`config.mk`:
```
export PLATFORM = sky130hd
export DESIGN_NAME = motor_command_frame_builder
export DESIGN_NICKNAME = d
export VERILOG_FILES = /design/src/mcfb_pkg.sv /design/src/motor_command_frame_builder.sv /design/src/mcfb_front.sv /design/src/mcfb_queue.sv /design/src/mcfb_back.sv
export SDC_FILE = /design/constraint.sdc
export NUM_CORES = 1
export LEC_CHECK = 0
export BUFFER_PORTS_ARGS = -buffer_cell sky130_fd_sc_hd__buf_2
export CAP_MARGIN = 15
export CORE_AREA = 2 2 196 198
export CTS_BUF_LIST = sky130_fd_sc_hd__clkbuf_8
export DETAILED_ROUTE_END_ITERATION = 10
export DIE_AREA = 0 0 198 200
export PLACE_DENSITY = 0.73
export SETUP_SLACK_MARGIN = 0.1
export SYNTH_ARGS = -nofsm -noshare
export SYNTH_HDL_FRONTEND = slang
export SYNTH_SLANG_ARGS = --single-unit
export TNS_END_PERCENT = 100
```
`constraint.sdc`:
```
create_clock -name clock -period 26 [get_ports clock]
set_clock_uncertainty 0.15 [all_clocks]
set_input_delay 1.3 -clock clock [delete_from_list [all_inputs] [get_ports clock]]
set_output_delay 1.3 -clock clock [all_outputs]
set_load 0.01 [all_outputs]
```
`src/mcfb_pkg.sv`:
```
package mcfb_pkg;

   // Frame geometry
   localparam int MOTORS      = 3;
   localparam int MAX_MOTORS  = 4;
   localparam int BODY_LEN    = MOTORS + 3;   // robot id, magnitudes, flags, sum
   localparam int FRAME_LEN   = MOTORS + 7;
   localparam int EMIT_IDX_W  = $clog2(FRAME_LEN);
   localparam int DIV_IDX_W   = $clog2(BODY_LEN + 1);

   // Configuration port
   localparam int MOD_W       = 17;
   localparam int CHECK_W     = 16;
   localparam int CSR_DATA_W  = 17;
   localparam int CSR_INDEX_W = 2;

   localparam logic [CSR_INDEX_W-1:0] CSR_CRC_MODULUS = 2'd0;
   localparam logic [CSR_INDEX_W-1:0] CSR_START_BYTE  = 2'd1;
   localparam logic [CSR_INDEX_W-1:0] CSR_END_BYTE    = 2'd2;

   localparam logic [MOD_W-1:0] CRC_MODULUS_RESET = 17'd4129;
   localparam logic [7:0]       START_BYTE_RESET  = 8'd27;
   localparam logic [7:0]       END_BYTE_RESET    = 8'd9;

   // Dribble modes and their flag bits
   localparam logic [1:0] DRIB_MODE_ONE = 2'd1;
   localparam logic [1:0] DRIB_MODE_TWO = 2'd2;
   localparam logic [7:0] DRIB_ONE_BITS = 8'b1000_0000;
   localparam logic [7:0] DRIB_TWO_BITS = 8'b1100_0000;

   // Request queue between front and back
   localparam int QUEUE_DEPTH = 2;
   localparam int QPTR_W      = $clog2(QUEUE_DEPTH);
   localparam int QCNT_W      = $clog2(QUEUE_DEPTH + 1);

   typedef logic [7:0] octet_type;

   typedef struct packed {
      logic [MOD_W-1:0] crc_modulus;
      octet_type        start_byte;
      octet_type        end_byte;
   } csr_type;

   // Body bytes in transmit order: index 0 is the robot id
   typedef struct packed {
      octet_type [BODY_LEN-1:0] bytes;
   } frame_body_type;

   typedef struct packed {
      logic           valid;
      frame_body_type body;
   } queue_head_type;

endpackage

```
`src/motor_command_frame_builder.sv`:
```
// The start byte of a frame passes through the request queue, the sequencer and the output register on its way to rsp.
// Throughput: one frame of FRAME_LEN (10) bytes at one byte per cycle while rsp_stall is low,
// set by the single-byte output register; the remainder unit folds one byte per
// cycle and finishes all BODY_LEN (6) body bytes under the emission of the frame.
// Reset: synchronous, active high; clears queue and sequencer, loads register defaults.
module motor_command_frame_builder
   import mcfb_pkg::*;
(
   input  logic                   clock,
   input  logic                   reset,

   input  logic                   req_valid,
   output logic                   req_stall,
   input  logic [7:0]             req_robot_id,
   input  logic signed [8:0]      req_force_0,
   input  logic signed [8:0]      req_force_1,
   input  logic signed [8:0]      req_force_2,
   input  logic signed [8:0]      req_force_3,
   input  logic [1:0]             req_dribble_mode,

   output logic                   rsp_valid,
   input  logic                   rsp_stall,
   output logic [7:0]             rsp_out_byte,
   output logic                   rsp_last,

   input  logic                   csr_write,
   input  logic [CSR_INDEX_W-1:0] csr_index,
   input  logic [CSR_DATA_W-1:0]  csr_wdata
);

   csr_type        csr_ff;
   frame_body_type front_body;
   queue_head_type head;
   logic           queue_full;
   logic           push;
   logic           pop;

   // Write configuration registers
   always_ff @(posedge clock) begin
      if (reset) begin
         csr_ff.crc_modulus <= CRC_MODULUS_RESET;
         csr_ff.start_byte  <= START_BYTE_RESET;
         csr_ff.end_byte    <= END_BYTE_RESET;
      end else if (csr_write) begin
         unique case (csr_index)
            CSR_CRC_MODULUS: csr_ff.crc_modulus <= csr_wdata[MOD_W-1:0];
            CSR_START_BYTE:  csr_ff.start_byte  <= csr_wdata[7:0];
            CSR_END_BYTE:    csr_ff.end_byte    <= csr_wdata[7:0];
            default:         csr_ff             <= csr_ff;
         endcase
      end
   end

   assign req_stall = queue_full;
   assign push      = req_valid && !queue_full;

   mcfb_front u_front (
      .robot_id     (req_robot_id),
      .force_0      (req_force_0),
      .force_1      (req_force_1),
      .force_2      (req_force_2),
      .force_3      (req_force_3),
      .dribble_mode (req_dribble_mode),
      .body         (front_body)
   );

   mcfb_queue u_queue (
      .clock     (clock),
      .reset     (reset),
      .push      (push),
      .push_body (front_body),
      .full      (queue_full),
      .head      (head),
      .pop       (pop)
   );

   mcfb_back u_back (
      .clock        (clock),
      .reset        (reset),
      .head         (head),
      .pop          (pop),
      .csr          (csr_ff),
      .rsp_valid    (rsp_valid),
      .rsp_stall    (rsp_stall),
      .rsp_out_byte (rsp_out_byte),
      .rsp_last     (rsp_last)
   );

endmodule

```
`src/mcfb_front.sv`:
```
module mcfb_front
   import mcfb_pkg::*;
(
   input  logic [7:0]        robot_id,
   input  logic signed [8:0] force_0,
   input  logic signed [8:0] force_1,
   input  logic signed [8:0] force_2,
   input  logic signed [8:0] force_3,
   input  logic [1:0]        dribble_mode,
   output frame_body_type    body
);

   logic [MAX_MOTORS-1:0][8:0] forces;
   octet_type                  flags;
   octet_type                  sum;

   assign forces = {force_3, force_2, force_1, force_0};

   // Classify the request: magnitudes, sign and dribble flags, byte sum
   always_comb begin
      body = '0;
      unique case (dribble_mode)
         DRIB_MODE_ONE: flags = DRIB_ONE_BITS;
         DRIB_MODE_TWO: flags = DRIB_TWO_BITS;
         default:       flags = '0;
      endcase

      body.bytes[0] = robot_id;
      for (int m = 0; m < MOTORS; m++) begin
         if (forces[m][8]) begin
            body.bytes[1 + m] = 8'(~forces[m][7:0] + 8'd1);
            flags[m]          = 1'b1;
         end else begin
            body.bytes[1 + m] = forces[m][7:0];
         end
      end
      body.bytes[MOTORS + 1] = flags;

      // Sum robot id through flags, modulo 256
      sum = '0;
      for (int k = 0; k < MOTORS + 2; k++) begin
         sum = 8'(sum + body.bytes[k]);
      end
      body.bytes[MOTORS + 2] = sum;
   end

endmodule

```
`src/mcfb_queue.sv`:
```
module mcfb_queue
   import mcfb_pkg::*;
(
   input  logic           clock,
   input  logic           reset,
   input  logic           push,
   input  frame_body_type push_body,
   output logic           full,
   output queue_head_type head,
   input  logic           pop
);

   frame_body_type     entry_ff [QUEUE_DEPTH];
   logic [QPTR_W-1:0]  wr_ptr_ff, wr_ptr_in;
   logic [QPTR_W-1:0]  rd_ptr_ff, rd_ptr_in;
   logic [QCNT_W-1:0]  count_ff,  count_in;

   assign full       = (count_ff == QCNT_W'(QUEUE_DEPTH));
   assign head.valid = (count_ff != '0);
   assign head.body  = entry_ff[rd_ptr_ff];

   // Advance pointers and occupancy
   always_comb begin
      wr_ptr_in = wr_ptr_ff;
      rd_ptr_in = rd_ptr_ff;
      count_in  = count_ff;
      if (push) begin
         wr_ptr_in = (wr_ptr_ff == QPTR_W'(QUEUE_DEPTH - 1)) ? '0 : QPTR_W'(wr_ptr_ff + 1'b1);
      end
      if (pop) begin
         rd_ptr_in = (rd_ptr_ff == QPTR_W'(QUEUE_DEPTH - 1)) ? '0 : QPTR_W'(rd_ptr_ff + 1'b1);
      end
      if (push && !pop) begin
         count_in = QCNT_W'(count_ff + 1'b1);
      end else if (pop && !push) begin
         count_in = QCNT_W'(count_ff - 1'b1);
      end
   end

   always_ff @(posedge clock) begin
      if (reset) begin
         wr_ptr_ff <= '0;
         rd_ptr_ff <= '0;
         count_ff  <= '0;
      end else begin
         wr_ptr_ff <= wr_ptr_in;
         rd_ptr_ff <= rd_ptr_in;
         count_ff  <= count_in;
      end
   end

   // Store the request body
   always_ff @(posedge clock) begin
      if (push) begin
         entry_ff[wr_ptr_ff] <= push_body;
      end
   end

endmodule

```
`src/mcfb_back.sv`:
```
module mcfb_back
   import mcfb_pkg::*;
(
   input  logic           clock,
   input  logic           reset,
   input  queue_head_type head,
   output logic           pop,
   input  csr_type        csr,
   output logic           rsp_valid,
   input  logic           rsp_stall,
   output octet_type      rsp_out_byte,
   output logic           rsp_last
);

   localparam logic [EMIT_IDX_W-1:0] SLOT_START    = '0;
   localparam logic [EMIT_IDX_W-1:0] SLOT_BODY_END = EMIT_IDX_W'(BODY_LEN);
   localparam logic [EMIT_IDX_W-1:0] SLOT_CHECK_HI = EMIT_IDX_W'(BODY_LEN + 1);
   localparam logic [EMIT_IDX_W-1:0] SLOT_CHECK_LO = EMIT_IDX_W'(BODY_LEN + 2);
   localparam logic [EMIT_IDX_W-1:0] SLOT_END      = EMIT_IDX_W'(FRAME_LEN - 1);

   logic                  busy_ff,     busy_in;
   frame_body_type        body_ff;
   logic [EMIT_IDX_W-1:0] emit_idx_ff, emit_idx_in;
   logic [DIV_IDX_W-1:0]  div_idx_ff,  div_idx_in;
   logic [MOD_W-1:0]      rem_ff,      rem_in;
   logic                  rsp_valid_ff, rsp_valid_in;
   octet_type             rsp_byte_ff,  rsp_byte_in;
   logic                  rsp_last_ff,  rsp_last_in;

   logic      out_free;
   logic      div_done;
   logic      load;
   logic      load_last;
   octet_type div_byte;
   octet_type body_byte;

   // Fold one byte into the remainder, one compare and subtract per bit; a zero modulus just shifts the byte in
   function automatic logic [MOD_W-1:0] fold_byte(input logic [MOD_W-1:0] rem,
                                                  input octet_type        din,
                                                  input logic [MOD_W-1:0] modulus);
      logic [MOD_W:0]   t;
      logic [MOD_W-1:0] r;
      r = rem;
      if (modulus == '0) begin
         r = MOD_W'({r[7:0], din});
      end else begin
         for (int i = 7; i >= 0; i--) begin
            t = {r, din[i]};
            if (t >= {1'b0, modulus}) begin
               t = t - {1'b0, modulus};
            end
            r = t[MOD_W-1:0];
         end
      end
      return r;
   endfunction

   assign out_free  = !rsp_valid_ff || !rsp_stall;
   assign div_done  = (div_idx_ff == DIV_IDX_W'(BODY_LEN));
   assign load      = busy_ff && out_free && ((emit_idx_ff <= SLOT_BODY_END) || div_done);
   assign load_last = load && (emit_idx_ff == SLOT_END);
   assign pop       = head.valid && (!busy_ff || load_last);

   // Pick body bytes for the divider and the emitter
   always_comb begin
      div_byte  = '0;
      body_byte = '0;
      for (int k = 0; k < BODY_LEN; k++) begin
         if (div_idx_ff == DIV_IDX_W'(k)) begin
            div_byte = body_ff.bytes[k];
         end
         if (emit_idx_ff == EMIT_IDX_W'(k + 1)) begin
            body_byte = body_ff.bytes[k];
         end
      end
   end

   // Select the next frame byte
   always_comb begin
      priority if (emit_idx_ff == SLOT_START) begin
         rsp_byte_in = csr.start_byte;
      end else if (emit_idx_ff <= SLOT_BODY_END) begin
         rsp_byte_in = body_byte;
      end else if (emit_idx_ff == SLOT_CHECK_HI) begin
         rsp_byte_in = rem_ff[CHECK_W-1:8];
      end else if (emit_idx_ff == SLOT_CHECK_LO) begin
         rsp_byte_in = rem_ff[7:0];
      end else begin
         rsp_byte_in = csr.end_byte;
      end
      rsp_last_in = (emit_idx_ff == SLOT_END);
   end

   // Sequence the frame: take a body, run the remainder, emit bytes
   always_comb begin
      busy_in      = busy_ff;
      emit_idx_in  = emit_idx_ff;
      div_idx_in   = div_idx_ff;
      rem_in       = rem_ff;
      rsp_valid_in = rsp_valid_ff;

      if (load) begin
         rsp_valid_in = 1'b1;
         emit_idx_in  = EMIT_IDX_W'(emit_idx_ff + 1'b1);
      end else if (out_free) begin
         rsp_valid_in = 1'b0;
      end

      if (busy_ff && !div_done) begin
         rem_in     = fold_byte(rem_ff, div_byte, csr.crc_modulus);
         div_idx_in = DIV_IDX_W'(div_idx_ff + 1'b1);
      end

      if (load_last) begin
         busy_in = 1'b0;
      end

      if (pop) begin
         busy_in     = 1'b1;
         emit_idx_in = '0;
         div_idx_in  = '0;
         rem_in      = '0;
      end
   end

   always_ff @(posedge clock) begin
      if (reset) begin
         busy_ff      <= 1'b0;
         emit_idx_ff  <= '0;
         div_idx_ff   <= '0;
         rem_ff       <= '0;
         rsp_valid_ff <= 1'b0;
      end else begin
         busy_ff      <= busy_in;
         emit_idx_ff  <= emit_idx_in;
         div_idx_ff   <= div_idx_in;
         rem_ff       <= rem_in;
         rsp_valid_ff <= rsp_valid_in;
      end
   end

   // Hold payload registers
   always_ff @(posedge clock) begin
      if (pop) begin
         body_ff <= head.body;
      end
      if (load) begin
         rsp_byte_ff <= rsp_byte_in;
         rsp_last_ff <= rsp_last_in;
      end
   end

   assign rsp_valid    = rsp_valid_ff;
   assign rsp_out_byte = rsp_byte_ff;
   assign rsp_last     = rsp_last_ff;

endmodule

```
==> results.tsv <==
stage	metric	value	unit
floorplanning	Starting Density	0.4775	
clock_network	CTS root buffer	clkbuf_8	
placement	post-place setup slack	0.6911	ns
route	drt total wl	48.50	mm
logic_synthesis	Synth async-reset ratio	0	
grt	vias in the first global route	14600	
logic_synthesis	Ys Warns	0	
sta	worst hold slack	0.3136	ns
cells_and_area	fill cell count	3357	
logic_synthesis	Post-Syn Area	17860	um^2
logic_synthesis	post-synth cell types	83	
critical_path	Data arrival, critical path	24.67	ns
sta	RSZ-0062 raised after global routing	no	
clock_network	Sink Count	207	
route	Vias	14990	
critical_path	WS Path Type	reg2reg	
cells_and_area	area taken by multi-input logic gates	11580	um^2
sta	Tcrit/Tclk final	0.9396	
grt	largest net degree at the start of global routing	48	
sta	final hold vios	0	
cells_and_area	commonest non-fill, non-tap cells in the layout	ha_1, nand2_1, a21oi_1	
clock_network	total CTS buffers	34	
floorplanning	die area	39600	um^2
sta	Achievable Freq	40.93	MHz
min_path	Hold Path Class	reg2reg	
floorplanning	Core ar.	37400	um^2
logic_synthesis	EDFF count, synth	144	
cells_and_area	final core occ	0.5198	
cells_and_area	share of cells above drive strength 1	0.1465	
sta	Setup TNS Final	0	ns
placement	HPWL Detailed	36.78	mm
clock_network	H-tree lvl count	2	
sta	worst-margin pin slew	1.112	ns
sta	Tmin final	24.43	ns
job	max-cap violations	0	
floorplanning	die width	198	um
grt	initial antenna violation count	0	
critical_path	crit path max fanout	21	
logic_synthesis	Mapped Cells	1937	
route	1st-iter DRT viols	1104	
logic_synthesis	Mean Syn Cell Area	9.220	um^2
floorplanning	Rows	71	
sta	setup ws final	1.570	ns
clock_network	clk slew on worst S/H paths	0.07	ns
floorplanning	Die Y	200	um
route	wire per inst	19.16	um
grt	GR Overflow Total	0	
critical_path	CP startpoint kind	register	
clock_network	CTS tree	built	
clock_network	Clock Latency Late Sink	0.53	ns
cells_and_area	Layout Area Growth over Synthesis	8.849	%
critical_path	Data required, critical path	26.24	ns
route	Post-DRT Antenna Nets	0	
logic_synthesis	synthesized flop and latch total	207	
route	vias per cell	5.923	
critical_path	Worst setup EP type	register	
grt	first-pass GRT wire length	76.33	mm
critical_path	Crit-path slowest cell	or3_4	
cells_and_area	Nets	2256	
cells_and_area	Diodes inserted	0	
grt	Total Routing Usage GR	0.2441	
sta	Pins Over Slew Limit	0	
clock_network	Post-CTS Hold Fix Bufs	0	
floorplanning	Ports	81	
sta	Setup violations, final	0	
route	first-pass iteration count of the detailed router	6	
clock_network	CTS resizes	0	
logic_synthesis	sequential cell area fraction in the yosys report	0.3128	
clock_network	number of post-CTS setup repair buffers	0	
route	Residual DRC	0	
critical_path	cell mode on critical path	o21ai_0	
logic_synthesis	Main synth FF type	edfxtp_1	
cells_and_area	most common cell after layout, fill and taps aside	ha_1	
outcome	status	finished, final reports clean	
clock_network	clk buf depth	3	
placement	Placer Congestion	0.9352	
sta	Rel. slew slack	0.2584	
logic_synthesis	syn_nets	2193	
critical_path	worst stage delay on the critical path	0.50	ns
cells_and_area	FF/Latch Area	5588	um^2
placement	PortBufs	71	
sequential cells by signal, summed over array words and instances (netlist names):
signal	cells
u_back.body_ff	45
u_back.rsp_last	1
u_back.rsp_valid	1
u_queue.count_ff	2
u_queue.rd_ptr_ff	1
u_back.div_idx_ff	3
u_back.rem_ff	17
u_queue.entry_ff	90
u_back.busy_ff	1
u_back.emit_idx_ff	4
u_queue.wr_ptr_ff	1
csr_ff	33
u_back.rsp_out_byte	8
synth_stat cells (17+ instances only):
library cell | instances | area [um^2]
inv_1 | 129 | 484.2
mux2_2 | 120 | 1351
or3_1 | 23 | 143.9
a21oi_1 | 158 | 790.8
edfxtp_1 | 144 | 4324
dfxtp_1 | 63 | 1261
a31oi_1 | 22 | 137.6
nor3_1 | 32 | 160.2
nor2b_1 | 30 | 187.7
mux2i_1 | 46 | 460.4
ha_1 | 161 | 2014
nand2_1 | 161 | 604.3
o21a_1 | 17 | 127.6
o21ai_0 | 97 | 485.5
xor2_1 | 40 | 350.3
nand2b_1 | 31 | 193.9
clkbuf_1 | 49 | 183.9
a21o_1 | 31 | 232.7
o211ai_1 | 30 | 225.2
a22oi_1 | 28 | 210.2
nor2_1 | 144 | 540.5
fa_1 | 25 | 500.5
nand3_1 | 20 | 100.1
nand4_1 | 25 | 156.4
xnor2_1 | 90 | 788.3
path summary, 6_finish.rpt:
| path | from | to | slack (ns) | depth (start not counted) |
|---|---|---|---|---|
| worst max register to register | u_back.div_idx_ff[1] | u_back.rem_ff[12] | 1.57 | 97 |
| worst max-delay path | u_back.div_idx_ff[1] | u_back.rem_ff[12] | 1.57 | 97 |
| worst min register to register | csr_ff[9] | csr_ff[9] | 0.31 | 1 |
| worst min-delay path | csr_ff[9] | csr_ff[9] | 0.31 | 1 |
worst max-delay path: cells and delay by family (launching register included):
kind	cells	cell delay, ns
fa+ha+maj	10	3.44
simple gates	12	2.82
flops	1	0.39
buf+inv	7	1.34
compound gates	59	12.99
mux	9	3.07
layer usage:
layer | global-route usage | vias to the layer above | wire [um]
li1 | - | 7245 | -
met1 | 0.2982 | 7108 | 20080
met2 | 0.4456 | 519 | 23800
met3 | 0.02235 | 120 | 2576
met4 | 0.09496 | 0 | 2041
met5 | 0 | - | 0
kinds of logic (layout without fill, tap and decap cells):
family / Yosys count / in the layout / synth area share
DFF: 207 / 207 / 0.3128
buffers and inverters: 193 / 276 / 0.04267
AOI/OAI and AO/OA: 511 / 511 / 0.1854
and+or+nand+nor: 531 / 531 / 0.1429
muxes: 179 / 179 / 0.1117
adders and majority gates: 186 / 186 / 0.1408
xor gates and xnor gates: 130 / 130 / 0.06376
metrics by stage:
stage	cell area (um^2)	instances
after floorplan	17860	1937
after global placement	18760	2475
after detailed placement	18760	2475
after CTS	19390	2531
after global routing	19440	2531
final	19440	2531
final cells by class:
type                       count  share of cell area
tap                          511             0.03289
timing repair buffer          91             0.02665
multi-input combinational   1537              0.5958
clock inverter                19            0.006050
clock buffer                  37             0.02620
inverter                     129             0.02491
sequential                   207              0.2875
Power is left out: the tool's default activity adds up to more than one toggle a clock period on the data nets, which glitch-free logic cannot reach.
